--- config.mk ---
export PLATFORM = sky130hd
export DESIGN_NAME = json_token_scanner
export DESIGN_NICKNAME = d
export VERILOG_FILES = /design/src/sv/jts_pkg.sv /design/src/sv/json_token_scanner.sv /design/src/sv/jts_front.sv /design/src/sv/jts_fifo.sv /design/src/sv/jts_back.sv
export VERILOG_INCLUDE_DIRS = /design/src /design/src/sv
export SDC_FILE = /design/constraint.sdc
export NUM_CORES = 1
export LEC_CHECK = 0
export ABC_AREA = 0
export BUFFER_PORTS_ARGS = -buffer_cell sky130_fd_sc_hd__buf_2
export CAP_MARGIN = 30
export CORE_MARGIN = 1.5
export CORE_UTILIZATION = 45
export CTS_BUF_LIST = sky130_fd_sc_hd__clkbuf_16
export CTS_CLUSTER_DIAMETER = 30
export DETAILED_ROUTE_END_ITERATION = 7
export GPL_TIMING_DRIVEN = 0
export PLACE_DENSITY_LB_ADDON = 0.05
export SLEW_MARGIN = 20
export SYNTH_ARGS = -nofsm -noshare
export SYNTH_HDL_FRONTEND = slang
export SYNTH_SLANG_ARGS = --single-unit
--- constraint.sdc ---
create_clock -name clk -period 4.2 [get_ports clk]
set_input_delay 0.21 -clock clk [delete_from_list [all_inputs] [get_ports clk]]
set_output_delay 0.21 -clock clk [all_outputs]
set_load 0.02 [all_outputs]
--- src/sv/assert_macros.svh ---
// ----------------------------------------------------------------------------
// Assertion macros shared by the scanner modules.
// Every macro samples on the rising edge of clk and is quiet while rst_n is low.
// ----------------------------------------------------------------------------
`ifndef ASSERT_MACROS_SVH
`define ASSERT_MACROS_SVH

// The condition must hold at every clock edge.
`define JTS_ASSERT(lbl, cond, msg) \
  lbl: assert property (@(posedge clk) disable iff (!rst_n) (cond)) else $error(msg);

// When the first condition holds, the second must hold at the same edge.
`define JTS_ASSERT_IMPL(lbl, ante, cons, msg) \
  lbl: assert property (@(posedge clk) disable iff (!rst_n) (ante) |-> (cons)) \
    else $error(msg);

`endif

--- src/sv/jts_pkg.sv ---
// ----------------------------------------------------------------------------
// jts_pkg
// Types and constants shared by the JSON token scanner modules.
// ----------------------------------------------------------------------------
package jts_pkg;

  // Defaults for the top-level parameters.
  localparam int unsigned MAX_DEPTH_DEF   = 255;
  localparam int unsigned QUEUE_DEPTH_DEF = 4;

  // One input byte causes at most this many result items.
  localparam int unsigned MAX_RES = 3;

  // Result kinds.
  typedef enum logic [3:0] {
    K_BEGIN_OBJ = 4'd0,
    K_END_OBJ   = 4'd1,
    K_BEGIN_ARR = 4'd2,
    K_END_ARR   = 4'd3,
    K_STR_BYTE  = 4'd4,
    K_STR_END   = 4'd5,
    K_KEY_END   = 4'd6,
    K_NUM_BYTE  = 4'd7,
    K_NUM_END   = 4'd8,
    K_ERROR     = 4'd9,
    K_DOC_END   = 4'd10
  } kind_t;

  // Error codes carried with an error result.
  typedef enum logic [1:0] {
    E_NONE     = 2'd0,
    E_BAD_BYTE = 2'd1,
    E_BAD_HEX  = 2'd2,
    E_DEPTH    = 2'd3
  } err_t;

  // One result item, without its last flag.
  typedef struct packed {
    kind_t       kind;
    logic [7:0]  data;
    logic [7:0]  nesting;
    err_t        err;
  } item_t;

  // All results caused by one input byte; cnt is 1 to 3 in the queue.
  typedef struct packed {
    logic [1:0]              cnt;
    item_t [MAX_RES-1:0]     items;
  } bundle_t;

  function automatic item_t mk_item(kind_t k, logic [7:0] d, logic [7:0] n, err_t e);
    item_t it;
    it.kind    = k;
    it.data    = d;
    it.nesting = n;
    it.err     = e;
    return it;
  endfunction

endpackage

--- src/sv/json_token_scanner.sv ---
// A result passes from the front end through the bundle queue into the output register.
// Throughput: one byte per cycle while the queue is not full; a byte with k results
// takes k output transfers, and the bundle queue absorbs those bursts until it fills.
// Reset (rst_n low, synchronous) returns to scanning between tokens at depth zero
// and empties the queue; restart on a byte does the same for the scan state only.
// ----------------------------------------------------------------------------
// json_token_scanner
// Streaming JSON tokenizer: one text byte in per transaction, structural tokens,
// string bytes and number bytes out, with nesting depth and sticky errors.
// ----------------------------------------------------------------------------
module json_token_scanner #(
  parameter int unsigned MAX_DEPTH   = jts_pkg::MAX_DEPTH_DEF,
  parameter int unsigned QUEUE_DEPTH = jts_pkg::QUEUE_DEPTH_DEF
) (
  input  logic        clk,
  input  logic        rst_n,
  input  logic        in_tvalid,
  output logic        in_tready,
  input  logic [7:0]  in_tdata,   // [7:0] text_byte
  input  logic        in_tuser,   // [0] restart
  output logic        out_tvalid,
  input  logic        out_tready,
  output logic [23:0] out_tdata,  // [7:0] data_byte, [15:8] nesting, [17:16] error_code
  output logic [3:0]  out_tuser,  // [3:0] kind
  output logic        out_tlast
);

  logic             accept;
  logic             push;
  logic             pop;
  logic             q_not_full;
  logic             q_not_empty;
  jts_pkg::bundle_t front_bundle;
  jts_pkg::bundle_t head_bundle;
  jts_pkg::item_t   out_item;

  assign in_tready = q_not_full;
  assign accept    = in_tvalid && q_not_full;

  // Front end: scan state and classification.
  jts_front #(
    .MAX_DEPTH (MAX_DEPTH)
  ) u_front (
    .clk       (clk),
    .rst_n     (rst_n),
    .accept    (accept),
    .text_byte (in_tdata),
    .restart   (in_tuser),
    .push      (push),
    .bundle    (front_bundle)
  );

  // Bundle queue.
  jts_fifo #(
    .DEPTH (QUEUE_DEPTH)
  ) u_fifo (
    .clk       (clk),
    .rst_n     (rst_n),
    .push      (push),
    .din       (front_bundle),
    .pop       (pop),
    .dout      (head_bundle),
    .not_full  (q_not_full),
    .not_empty (q_not_empty)
  );

  // Output side.
  jts_back u_back (
    .clk        (clk),
    .rst_n      (rst_n),
    .head       (head_bundle),
    .head_valid (q_not_empty),
    .pop        (pop),
    .out_valid  (out_tvalid),
    .out_ready  (out_tready),
    .out_item   (out_item),
    .out_last   (out_tlast)
  );

  assign out_tdata = {6'd0, out_item.err, out_item.nesting, out_item.data};
  assign out_tuser = out_item.kind;

endmodule

--- src/sv/jts_front.sv ---
// ----------------------------------------------------------------------------
// jts_front
// Scanner front end: classifies each accepted byte against the scan state
// and produces the bundle of result items that the byte causes.
// ----------------------------------------------------------------------------
`include "assert_macros.svh"

module jts_front #(
  parameter int unsigned MAX_DEPTH = jts_pkg::MAX_DEPTH_DEF
) (
  input  logic             clk,
  input  logic             rst_n,
  input  logic             accept,
  input  logic [7:0]       text_byte,
  input  logic             restart,
  output logic             push,
  output jts_pkg::bundle_t bundle
);

  localparam logic [7:0] LIMIT = (MAX_DEPTH > 255) ? 8'd255 : 8'(MAX_DEPTH);

  // Character codes.
  localparam logic [7:0] CH_TAB    = 8'h09;
  localparam logic [7:0] CH_LF     = 8'h0A;
  localparam logic [7:0] CH_CR     = 8'h0D;
  localparam logic [7:0] CH_SPACE  = 8'h20;
  localparam logic [7:0] CH_QUOTE  = 8'h22;
  localparam logic [7:0] CH_PLUS   = 8'h2B;
  localparam logic [7:0] CH_COMMA  = 8'h2C;
  localparam logic [7:0] CH_MINUS  = 8'h2D;
  localparam logic [7:0] CH_DOT    = 8'h2E;
  localparam logic [7:0] CH_COLON  = 8'h3A;
  localparam logic [7:0] CH_UE     = 8'h45;
  localparam logic [7:0] CH_LBRACK = 8'h5B;
  localparam logic [7:0] CH_BSLASH = 8'h5C;
  localparam logic [7:0] CH_RBRACK = 8'h5D;
  localparam logic [7:0] CH_LB     = 8'h62;
  localparam logic [7:0] CH_LE     = 8'h65;
  localparam logic [7:0] CH_LF_ESC = 8'h66;
  localparam logic [7:0] CH_LN     = 8'h6E;
  localparam logic [7:0] CH_LR     = 8'h72;
  localparam logic [7:0] CH_LT     = 8'h74;
  localparam logic [7:0] CH_LU     = 8'h75;
  localparam logic [7:0] CH_LBRACE = 8'h7B;
  localparam logic [7:0] CH_RBRACE = 8'h7D;

  typedef enum logic [2:0] {
    M_IDLE, M_STR, M_ESC, M_HEX, M_AFTER, M_NUM, M_DONE, M_ERR
  } mode_t;

  // Outcome of a byte seen between tokens.
  typedef struct packed {
    logic [1:0]      cnt;
    jts_pkg::item_t  a;
    jts_pkg::item_t  b;
    mode_t           mode;
    logic [7:0]      depth;
    jts_pkg::err_t   err;
  } idle_t;

  function automatic logic is_digit(logic [7:0] c);
    return (c >= 8'h30) && (c <= 8'h39);
  endfunction

  // Handling of a byte between tokens at the given depth.
  function automatic idle_t run_idle(logic [7:0] c, logic [7:0] d);
    idle_t       r;
    logic [7:0]  nd;
    r.cnt   = 2'd0;
    r.a     = '0;
    r.b     = '0;
    r.mode  = M_IDLE;
    r.depth = d;
    r.err   = jts_pkg::E_NONE;
    nd      = d;
    unique case (c)
      CH_SPACE, CH_TAB, CH_CR, CH_LF, CH_COMMA: begin
      end
      CH_LBRACK, CH_LBRACE: begin
        if (d >= LIMIT) begin
          r.cnt  = 2'd1;
          r.a    = jts_pkg::mk_item(jts_pkg::K_ERROR, 8'd0, d, jts_pkg::E_DEPTH);
          r.mode = M_ERR;
          r.err  = jts_pkg::E_DEPTH;
        end else begin
          // The depth is at least one afterwards, so the document goes on.
          nd      = d + 8'd1;
          r.depth = nd;
          r.cnt   = 2'd1;
          r.a     = jts_pkg::mk_item((c == CH_LBRACK) ? jts_pkg::K_BEGIN_ARR
                                                      : jts_pkg::K_BEGIN_OBJ,
                                     8'd0, nd, jts_pkg::E_NONE);
        end
      end
      CH_RBRACK, CH_RBRACE: begin
        if (d == 8'd0) begin
          r.cnt  = 2'd1;
          r.a    = jts_pkg::mk_item(jts_pkg::K_ERROR, 8'd0, d, jts_pkg::E_DEPTH);
          r.mode = M_ERR;
          r.err  = jts_pkg::E_DEPTH;
        end else begin
          nd      = d - 8'd1;
          r.depth = nd;
          r.cnt   = 2'd1;
          r.a     = jts_pkg::mk_item((c == CH_RBRACK) ? jts_pkg::K_END_ARR
                                                      : jts_pkg::K_END_OBJ,
                                     8'd0, nd, jts_pkg::E_NONE);
          if (nd == 8'd0) begin
            r.cnt  = 2'd2;
            r.b    = jts_pkg::mk_item(jts_pkg::K_DOC_END, 8'd0, nd, jts_pkg::E_NONE);
            r.mode = M_DONE;
          end
        end
      end
      CH_QUOTE: begin
        r.mode = M_STR;
      end
      default: begin
        if ((c == CH_MINUS) || is_digit(c)) begin
          r.cnt  = 2'd1;
          r.a    = jts_pkg::mk_item(jts_pkg::K_NUM_BYTE, c, d, jts_pkg::E_NONE);
          r.mode = M_NUM;
        end else begin
          r.cnt  = 2'd1;
          r.a    = jts_pkg::mk_item(jts_pkg::K_ERROR, 8'd0, d, jts_pkg::E_BAD_BYTE);
          r.mode = M_ERR;
          r.err  = jts_pkg::E_BAD_BYTE;
        end
      end
    endcase
    return r;
  endfunction

  mode_t          mode_r, mode_nxt, mode_cur;
  logic [7:0]     depth_r, depth_nxt, depth_cur;
  logic [15:0]    acc_r, acc_nxt, acc_cur;
  logic [1:0]     hcnt_r, hcnt_nxt, hcnt_cur;
  jts_pkg::err_t  err_r, err_nxt, err_cur;

  idle_t          idl;
  logic           hex_ok;
  logic [3:0]     hex_val;
  logic [15:0]    code;
  logic           is_ws_after;
  logic           is_num;
  logic [7:0]     esc_byte;

  // Restart clears the scan state in front of the current byte.
  always_comb begin
    mode_cur  = restart ? M_IDLE : mode_r;
    depth_cur = restart ? 8'd0 : depth_r;
    acc_cur   = restart ? 16'd0 : acc_r;
    hcnt_cur  = restart ? 2'd0 : hcnt_r;
    err_cur   = restart ? jts_pkg::E_NONE : err_r;
  end

  // Byte classes.
  always_comb begin
    hex_ok  = 1'b1;
    hex_val = 4'd0;
    if (is_digit(text_byte)) begin
      hex_val = 4'(text_byte - 8'h30);
    end else if ((text_byte >= 8'h41) && (text_byte <= 8'h46)) begin
      hex_val = 4'(text_byte - 8'h37);
    end else if ((text_byte >= 8'h61) && (text_byte <= 8'h66)) begin
      hex_val = 4'(text_byte - 8'h57);
    end else begin
      hex_ok = 1'b0;
    end
    code        = {acc_cur[11:0], hex_val};
    is_ws_after = (text_byte == CH_SPACE) || ((text_byte >= CH_TAB) && (text_byte <= CH_CR));
    is_num      = is_digit(text_byte) || (text_byte == CH_PLUS) || (text_byte == CH_MINUS) ||
                  (text_byte == CH_LE) || (text_byte == CH_UE) || (text_byte == CH_DOT);
    unique case (text_byte)
      CH_LB:     esc_byte = 8'h08;
      CH_LF_ESC: esc_byte = 8'h0C;
      CH_LN:     esc_byte = 8'h0A;
      CH_LR:     esc_byte = 8'h0D;
      CH_LT:     esc_byte = 8'h09;
      default:   esc_byte = text_byte;
    endcase
    idl = run_idle(text_byte, depth_cur);
  end

  // Result bundle and next scan state for the current byte.
  always_comb begin
    bundle    = '0;
    mode_nxt  = mode_cur;
    depth_nxt = depth_cur;
    acc_nxt   = acc_cur;
    hcnt_nxt  = hcnt_cur;
    err_nxt   = err_cur;
    unique case (mode_cur)
      M_IDLE: begin
        bundle.cnt      = idl.cnt;
        bundle.items[0] = idl.a;
        bundle.items[1] = idl.b;
        mode_nxt        = idl.mode;
        depth_nxt       = idl.depth;
        err_nxt         = (idl.mode == M_ERR) ? idl.err : err_cur;
      end
      M_STR: begin
        if (text_byte == CH_BSLASH) begin
          mode_nxt = M_ESC;
        end else if (text_byte == CH_QUOTE) begin
          mode_nxt = M_AFTER;
        end else begin
          bundle.cnt      = 2'd1;
          bundle.items[0] = jts_pkg::mk_item(jts_pkg::K_STR_BYTE, text_byte, depth_cur,
                                             jts_pkg::E_NONE);
        end
      end
      M_ESC: begin
        if (text_byte == CH_LU) begin
          acc_nxt  = 16'd0;
          hcnt_nxt = 2'd0;
          mode_nxt = M_HEX;
        end else begin
          mode_nxt        = M_STR;
          bundle.cnt      = 2'd1;
          bundle.items[0] = jts_pkg::mk_item(jts_pkg::K_STR_BYTE, esc_byte, depth_cur,
                                             jts_pkg::E_NONE);
        end
      end
      M_HEX: begin
        if (!hex_ok) begin
          bundle.cnt      = 2'd1;
          bundle.items[0] = jts_pkg::mk_item(jts_pkg::K_ERROR, 8'd0, depth_cur,
                                             jts_pkg::E_BAD_HEX);
          mode_nxt        = M_ERR;
          err_nxt         = jts_pkg::E_BAD_HEX;
        end else begin
          acc_nxt = code;
          if (hcnt_cur == 2'd3) begin
            hcnt_nxt = 2'd0;
            mode_nxt = M_STR;
            // UTF-8 encoding of the code point; a zero code gives nothing.
            priority if (code == 16'd0) begin
              bundle.cnt = 2'd0;
            end else if (code[15:7] == 9'd0) begin
              bundle.cnt      = 2'd1;
              bundle.items[0] = jts_pkg::mk_item(jts_pkg::K_STR_BYTE, code[7:0],
                                                 depth_cur, jts_pkg::E_NONE);
            end else if (code[15:11] == 5'd0) begin
              bundle.cnt      = 2'd2;
              bundle.items[0] = jts_pkg::mk_item(jts_pkg::K_STR_BYTE,
                                                 {3'b110, code[10:6]},
                                                 depth_cur, jts_pkg::E_NONE);
              bundle.items[1] = jts_pkg::mk_item(jts_pkg::K_STR_BYTE,
                                                 {2'b10, code[5:0]},
                                                 depth_cur, jts_pkg::E_NONE);
            end else begin
              bundle.cnt      = 2'd3;
              bundle.items[0] = jts_pkg::mk_item(jts_pkg::K_STR_BYTE,
                                                 {4'b1110, code[15:12]},
                                                 depth_cur, jts_pkg::E_NONE);
              bundle.items[1] = jts_pkg::mk_item(jts_pkg::K_STR_BYTE,
                                                 {2'b10, code[11:6]},
                                                 depth_cur, jts_pkg::E_NONE);
              bundle.items[2] = jts_pkg::mk_item(jts_pkg::K_STR_BYTE,
                                                 {2'b10, code[5:0]},
                                                 depth_cur, jts_pkg::E_NONE);
            end
          end else begin
            hcnt_nxt = hcnt_cur + 2'd1;
          end
        end
      end
      M_AFTER, M_NUM: begin
        if ((mode_cur == M_AFTER) && is_ws_after) begin
          mode_nxt = M_AFTER;
        end else if ((mode_cur == M_NUM) && is_num) begin
          bundle.cnt      = 2'd1;
          bundle.items[0] = jts_pkg::mk_item(jts_pkg::K_NUM_BYTE, text_byte, depth_cur,
                                             jts_pkg::E_NONE);
        end else begin
          // The byte closes the token; at depth zero it also ends the document.
          if (mode_cur == M_NUM) begin
            bundle.items[0] = jts_pkg::mk_item(jts_pkg::K_NUM_END, 8'd0, depth_cur,
                                               jts_pkg::E_NONE);
          end else if (text_byte == CH_COLON) begin
            bundle.items[0] = jts_pkg::mk_item(jts_pkg::K_KEY_END, 8'd0, depth_cur,
                                               jts_pkg::E_NONE);
          end else begin
            bundle.items[0] = jts_pkg::mk_item(jts_pkg::K_STR_END, 8'd0, depth_cur,
                                               jts_pkg::E_NONE);
          end
          if (depth_cur == 8'd0) begin
            bundle.cnt      = 2'd2;
            bundle.items[1] = jts_pkg::mk_item(jts_pkg::K_DOC_END, 8'd0, depth_cur,
                                               jts_pkg::E_NONE);
            mode_nxt        = M_DONE;
          end else if ((mode_cur == M_AFTER) && (text_byte == CH_COLON)) begin
            bundle.cnt = 2'd1;
            mode_nxt   = M_IDLE;
          end else begin
            // The closing byte is then scanned as a byte between tokens.
            bundle.cnt      = 2'd1 + idl.cnt;
            bundle.items[1] = idl.a;
            bundle.items[2] = idl.b;
            mode_nxt        = idl.mode;
            depth_nxt       = idl.depth;
            err_nxt         = (idl.mode == M_ERR) ? idl.err : err_cur;
          end
        end
      end
      M_DONE: begin
        bundle.cnt = 2'd0;
      end
      M_ERR: begin
        bundle.cnt      = 2'd1;
        bundle.items[0] = jts_pkg::mk_item(jts_pkg::K_ERROR, 8'd0, depth_cur, err_cur);
      end
      default: begin
        bundle.cnt = 2'd0;
      end
    endcase
  end

  assign push = accept && (bundle.cnt != 2'd0);

  // Scan state advances with every accepted byte.
  always_ff @(posedge clk) begin
    if (!rst_n) begin
      mode_r  <= M_IDLE;
      depth_r <= 8'd0;
      acc_r   <= 16'd0;
      hcnt_r  <= 2'd0;
      err_r   <= jts_pkg::E_NONE;
    end else if (accept) begin
      mode_r  <= mode_nxt;
      depth_r <= depth_nxt;
      acc_r   <= acc_nxt;
      hcnt_r  <= hcnt_nxt;
      err_r   <= err_nxt;
    end
  end

  `JTS_ASSERT(a_depth_limit, depth_r <= LIMIT, "nesting depth above its limit")
  `JTS_ASSERT_IMPL(a_err_code, mode_r == M_ERR, err_r != jts_pkg::E_NONE,
                   "error mode without an error code")

endmodule

--- src/sv/jts_fifo.sv ---
// ----------------------------------------------------------------------------
// jts_fifo
// Short queue of result bundles between the scanner front and the output side.
// ----------------------------------------------------------------------------
`include "assert_macros.svh"

module jts_fifo #(
  parameter int unsigned DEPTH = jts_pkg::QUEUE_DEPTH_DEF
) (
  input  logic             clk,
  input  logic             rst_n,
  input  logic             push,
  input  jts_pkg::bundle_t din,
  input  logic             pop,
  output jts_pkg::bundle_t dout,
  output logic             not_full,
  output logic             not_empty
);

  localparam int unsigned AW = (DEPTH > 1) ? $clog2(DEPTH) : 1;
  localparam int unsigned CW = $clog2(DEPTH + 1);

  jts_pkg::bundle_t mem_r [DEPTH];
  logic [AW-1:0]    wr_ptr_r, wr_ptr_nxt;
  logic [AW-1:0]    rd_ptr_r, rd_ptr_nxt;
  logic [CW-1:0]    count_r, count_nxt;
  logic             do_push, do_pop;

  assign not_full  = (count_r != CW'(DEPTH));
  assign not_empty = (count_r != '0);
  assign do_push   = push && not_full;
  assign do_pop    = pop && not_empty;
  assign dout      = mem_r[rd_ptr_r];

  // Pointer and fill bookkeeping.
  always_comb begin
    wr_ptr_nxt = wr_ptr_r;
    rd_ptr_nxt = rd_ptr_r;
    count_nxt  = count_r;
    if (do_push) begin
      wr_ptr_nxt = (wr_ptr_r == AW'(DEPTH - 1)) ? '0 : wr_ptr_r + 1'b1;
    end
    if (do_pop) begin
      rd_ptr_nxt = (rd_ptr_r == AW'(DEPTH - 1)) ? '0 : rd_ptr_r + 1'b1;
    end
    if (do_push && !do_pop) begin
      count_nxt = count_r + 1'b1;
    end else if (do_pop && !do_push) begin
      count_nxt = count_r - 1'b1;
    end
  end

  always_ff @(posedge clk) begin
    if (!rst_n) begin
      wr_ptr_r <= '0;
      rd_ptr_r <= '0;
      count_r  <= '0;
    end else begin
      wr_ptr_r <= wr_ptr_nxt;
      rd_ptr_r <= rd_ptr_nxt;
      count_r  <= count_nxt;
    end
  end

  // Bundle storage.
  always_ff @(posedge clk) begin
    if (do_push) begin
      mem_r[wr_ptr_r] <= din;
    end
  end

  `JTS_ASSERT(a_fill_range, count_r <= CW'(DEPTH), "queue fill beyond its depth")
  `JTS_ASSERT_IMPL(a_no_overflow, push, not_full, "bundle pushed into a full queue")

endmodule

--- src/sv/jts_back.sv ---
// ----------------------------------------------------------------------------
// jts_back
// Output side: walks the items of the head bundle, one per cycle unless
// stalled, into a registered output stage, marking each byte's last item.
// ----------------------------------------------------------------------------
`include "assert_macros.svh"

module jts_back (
  input  logic             clk,
  input  logic             rst_n,
  input  jts_pkg::bundle_t head,
  input  logic             head_valid,
  output logic             pop,
  output logic             out_valid,
  input  logic             out_ready,
  output jts_pkg::item_t   out_item,
  output logic             out_last
);

  logic            out_valid_r;
  logic [1:0]      idx_r;
  jts_pkg::item_t  item_r;
  logic            last_r;
  logic            load;
  logic            is_last;

  // With a bundle queued, the output register loads if empty or draining.
  assign load    = head_valid && (!out_valid_r || out_ready);
  assign is_last = (idx_r == (head.cnt - 2'd1));
  assign pop     = load && is_last;

  always_ff @(posedge clk) begin
    if (!rst_n) begin
      out_valid_r <= 1'b0;
      idx_r       <= 2'd0;
    end else if (load) begin
      out_valid_r <= 1'b1;
      idx_r       <= is_last ? 2'd0 : idx_r + 2'd1;
    end else if (out_ready) begin
      out_valid_r <= 1'b0;
    end
  end

  // Output payload.
  always_ff @(posedge clk) begin
    if (load) begin
      item_r <= head.items[idx_r];
      last_r <= is_last;
    end
  end

  assign out_valid = out_valid_r;
  assign out_item  = item_r;
  assign out_last  = last_r;

  `JTS_ASSERT_IMPL(a_head_nonempty, head_valid, head.cnt != 2'd0,
                   "empty bundle at the queue head")
  `JTS_ASSERT_IMPL(a_err_only_on_error, out_valid_r && (item_r.kind != jts_pkg::K_ERROR),
                   item_r.err == jts_pkg::E_NONE, "error code on a non-error item")

endmodule
## Word level (Yosys, flattened, before mapping)

Memory sizes are Yosys's and may differ from the RTL's. A register that Yosys moved wholly into a read port is not among the register bits.
Cells that the tools add are included.
Widths: inputs -> output; s select.

| cells by class | value |
|---|---|
| add/sub/neg operators | 13 |
| $lt $le $gt $ge | 10 |
| eq/ne operators | 36 |
| multiplexer cells | 110 |
| reduce and logical (&&, ||, !) cells | 41 |

Operators with widths:

| operator | number |
|---|---|
| $mux 22 | 12 |
| $mux 44 | 4 |
| $mux 68 | 2 |
| $pmux 22 s6 | 1 |
| $eq 8x7->1 const B | 13 |
| $mux 25 | 3 |
| $pmux 24 s3 | 1 |
| $mux 66 | 1 |
| $pmux 22 s3 | 1 |
| $mux 21 | 3 |
| $mux 2 | 30 |
| $eq 8x6->1 const B | 7 |
| $mux 8 | 7 |
| $mux 16 | 3 |
| $bmux 22 s2 | 1 |
| $pmux 22 s2 | 1 |
| $pmux 8 s5 | 1 |
| $mux 3 | 13 |
| $mux 38 | 1 |
| $pmux 16 s2 | 1 |
| $pmux 8 s2 | 2 |
| $eq 8x4->1 const B | 3 |
| $mux 24 | 1 |
| $mux 20 | 1 |
| other kinds (43) | 97 |

| word-level totals | value |
|---|---|
| bits in registers | 64 |
| RAM bits | 272 |
| output and inout port bits | 31 |
| logic and storage cells | 226 |
| memories kept | 1 |

Memories:

| name | depth | width | read ports | clocked after memory_dff | wr ports | RTL line | RTL |
|---|---|---|---|---|---|---|---|
| u_fifo.mem_r | 4 | 68 | 1 | 1 | 1 | jts_fifo.sv:23 | `jts_pkg::bundle_t mem_r [DEPTH];` |

## Logic depth before layout (Yosys ltp)

| logic depth | value |
|---|---|
| depth after elaboration | 20 |
| depth in mapped cells | 20 |
| mapped depth without buffers | 16 |

## Modules after synthesis

From an unflattened synthesis, not the netlist that was laid out.

| second synthesis, totals | value |
|---|---|
| cells, all modules | 1,119 |
| area total of the unflattened synthesis | 15,508.6 um^2 |

By module, submodules not included:

| module | instances | cells each | area each (um^2) |
|---|---|---|---|
| jts_fifo | 1 | 407 | 10,284.9 |
| jts_front | 1 | 583 | 3,803.6 |
| jts_back | 1 | 121 | 1,365.1 |
| json_token_scanner | 1 | 8 | 55.1 |

## Worst setup path after synthesis

Ideal clock, no wire load.

| timing | value |
|---|---|
| path kind | input to register |
| start point | input in_tuser |
| end point | memory u_fifo.mem_r[2][0] in the netlist's numbering (enable) |
| arrival | 4.045 ns |
| required time | 3.774 ns |
| path slack | -0.272 ns |
| cell stages on the path | 15 |
| buffers on the path | 4 |
| path through | clkbuf_1 -> inv_1 -> clkbuf_1 -> nand2_1 -> ha_1 -> clkbuf_1 -> nand3b_1 -> o21ai_0 -> a22o_1 -> nand4_1 -> a211oi_1 -> o31a_1 -> o21a_1 -> buf_6 -> and2_1 |

RTL lines:

| item | RTL line | RTL |
|---|---|---|
| start, declared | json_token_scanner.sv:20 | `input logic in_tuser,` |
| end, declared | jts_fifo.sv:23 |  |

==> qor.txt <==
CP Capture Type: flip-flop
area of the multi-input gates: 0.005273 mm^2
vias in the first global route: 9579
Worst R2R Start: u_front.mode_r[1]$_SDFFE_PN0P_
Clock transition at path regs: 0.04 ns
sequential share of the synthesized area: 61.47%
Mapped Area: 0.01451 mm^2
met3 Resource Use GR: 4.291%
Achievable Freq: 251.8 MHz
Cell Chain, Critical Path: buf_2, inv_1, ha_1, o21bai_1, a21oi_4, o31ai_2, nand3_1, o21bai_1, a32oi_2, o21a_1, buf_6, ha_1, inv_1, fa_1, xor2_1, or3_1, a21boi_0
CP max-delay cell: fa_1
Hold Path Stages: 3
Slew Limit Fails: 0
crit-path max FO: 9
Routed WL: 38.43 mm
CP arrival: 4.46 ns
post-route DRC violation count: 0
die width: 182.6 um
Worst-Skew Late Latency: 0.56 ns
row cnt: 65
Ys Warns: 0
ys flop type: edfxtp_1
Hold Crit Class: in -> reg
r2r worst-path depth: 15
routed via count: 9665
RSZ-0062 raised after global routing: no
largest net degree at the start of global routing: 39
filler cell count: 2574
TritonCTS sink count: 310
period utilization: 94.56%
Worst Hold End: u_fifo.mem_r[1][17]$_DFFE_PP_
DIE AREA: 0.03332 mm^2
commonest non-fill, non-tap cell in the layout: edfxtp_1
H-tree depth: 3
asr flop ratio synth: 0%
Hold Fails Final Rpt: 0
nets: 1214
maximum root-to-sink buffer count: 3
Post-Place Cells: 1510
outcome: finished clean
Worst setup SP type: input pin
final setup TNS: 0 ns
Initial Util: 45.86%
area delta synth->final: 22.31%
Wirelength per Cell: 23.42 um
worst path required time: 4.68 ns
Final ANT Viol Nets: 0
root buffer cell: clkbuf_16
Peak VDD IR: 0.0003521 V
Slew @ Worst Pin: 0.8674 ns
drt pass-1 iters: 5
GRT overflow: 0
synthesized area per cell: 13.75 um^2
initial antenna violation count: 1
pwr/cell area: 641.7 mW/mm^2
Syn Inst Count: 1055
post-synthesis cell type count: 81
CORE AREA: 0.03164 mm^2
Non-Filler Instances: 1641
Hold Crit Start: in_tdata[7]
CTS tree: built
global-route wire length before repair: 58.75 mm
# IOs: 44
most frequent cells in the layout: edfxtp_1, nand2_1, clkbuf_16
max_cap viols: 0
Leakage Power: 6.349 nW
Die H: 182.6 um
GRT Max-Usage Layer: met2
post-route minimum period: 3.972 ns
IO buf count: 35
# setup viols final: 0
CP peak stage delay: 0.43 ns
RR Endpoint: u_fifo.count_r[2]$_SDFFE_PN0P_
global-route usage over all layers: 23.81%
dpl hpwl: 26.83 mm
RePlAce Congestion: 0.9460
First DRT Iteration DRCs: 1021
storage element area: 0.008921 mm^2
worst clock skew: 0.01805 ns
Via density: 5.890
share of cells above drive strength 1: 23.75%
EDFF count, synth: 271
r2r setup slk: 0.27 ns
WS Path Type: in -> reg
M2 GR Usage: 36.34%
Slew HR: 41.64%
flops & latches, synth: 310
CTS buffer count: 67
met1 usage: 34.48%
-- how the worst max path moves through the flow --
stage,startpoint,endpoint,cells past startpoint
detailed placement,in_tuser,u_fifo.count_r[2]$_SDFFE_PN0P_,20
finish,in_tdata[0],u_fifo.count_r[2]$_SDFFE_PN0P_,17
global route,u_front.depth_r[0]$_SDFFE_PN0P_,u_fifo.count_r[2]$_SDFFE_PN0P_,16
CTS,in_tuser,u_fifo.count_r[2]$_SDFFE_PN0P_,21
global placement,in_tuser,u_fifo.mem_r[0][51]$_DFFE_PP_,15
floorplan,in_tuser,u_fifo.count_r[2]$_SDFFE_PN0P_,20
-- kinds of logic (layout without fill, tap and decap cells) --
logic type / after synthesis / after routing / synth area share [%]
xor gates and xnor gates: 16 / 16 / 0.9659
DFF: 310 / 310 / 61.47
and+or+nand+nor: 298 / 298 / 10.88
AOI/OAI and AO/OA: 231 / 231 / 10.62
adders and majority gates: 16 / 16 / 1.432
other: 1 / 11 / 0.02585
buffers and inverters: 92 / 266 / 2.958
muxes: 91 / 91 / 11.65
-- worst max-delay path: cells and delay by family --
| family | cells | cell delay (ns) |
|---|---|---|
| simple gates | 2 | 0.63 |
| compound gates | 7 | 1.98 |
| fa+ha+maj | 3 | 0.90 |
| buf+inv | 4 | 0.55 |
| xor+xnor | 1 | 0.17 |
-- sequential cells by signal (all words and copies together), names as in the netlist, named ones only --
name,cells
u_front.hcnt_r,2
u_fifo.mem_r,248
u_fifo.rd_ptr_r,2
u_back.out_last,1
u_front.acc_r,12
u_front.mode_r,3
u_back.out_valid,1
u_back.out_item,22
u_front.err_r,2
u_back.idx_r,2
u_front.depth_r,8
u_fifo.count_r,3
u_fifo.wr_ptr_r,2
-- routing by layer --
metal	vias to the layer above	wire [um]	part of all wire (%)
met2	359	17610	46
li1	4421	-	-
met3	68	2303	6.0
met4	0	797	2.1
met5	-	0	0
met1	4817	17720	46
-- area by class of cell --
class                      instances  area share, %
sequential                       310          50.28
multi-input combinational        662          29.71
clock buffer                      67          9.449
clock inverter                    55          2.884
tap                              402          2.835
timing repair buffer              53          2.362
buffer                            69          2.003
inverter                          22         0.4654
antenna                            1        0.01410
-- per-stage QoR --
| step | setup slack (ns) | power (W) | area, um^2 | hold WS (ns) | utilization, % |
|---|---|---|---|---|---|
| 3_3_place_gp | -1.849 | 0.006332 | 15220 | 0.4626 | 48.12 |
| 2_1_floorplan | 0.3215 | 0.005619 | 14550 | 0.3987 | - |
| 6_report | 0.2283 | 0.01139 | 17740 | 0.1835 | 56.09 |
| 5_1_grt | 0.04442 | 0.01188 | 17740 | 0.1944 | 56.08 |
| 3_5_place_dp | -1.344 | 0.006441 | 15400 | 0.4956 | 48.68 |
| 4_1_cts | 0.02104 | 0.01148 | 17640 | 0.1632 | 55.77 |
-- synthesized netlist by cell type (all sizes together) (5+ instances only) --
master,count,share of area (%)
buf,35,1.5
ha,15,1.3
mux2i,26,1.8
dfxtp,39,5.4
o2bb2ai,5,0.30
edfxtp,271,56
inv,21,0.54
a21o,12,0.62
and2,12,0.52
o221ai,6,0.36
or3,6,0.26
nand4,11,0.47
nor2b,28,1.2
and3,9,0.39
a31oi,12,0.56
a21oi,41,1.5
nor3,20,0.80
nand3,19,0.66
o21ai,61,2.1
o22ai,22,0.95
a22oi,19,0.98
o21a,6,0.31
clkbuf,35,0.91
nand2b,15,0.65
nor2,58,1.5
xnor2,10,0.60
xor2,6,0.36
nor4,8,0.43
mux4,62,9.6
nand2,87,2.3
-- power by group --
group          total (W)  leakage [nW]  internal (W)  switching, W
Combinational    0.00240          2.30      0.000965       0.00144
Clock            0.00500          1.08       0.00334       0.00166
Sequential       0.00398          2.97       0.00388     0.0000997
Total             0.0114          6.35       0.00819       0.00319
-- repair_timing --
item                                    CTS  global route
resized for setup                         9            19
endpoints found under the hold margin     1             0
endpoints found under the setup margin  260           144
buffers inserted                          2             4
hold buffers                              1             0
pin swaps                                 0             2
Power figures use the tool's default switching activity.
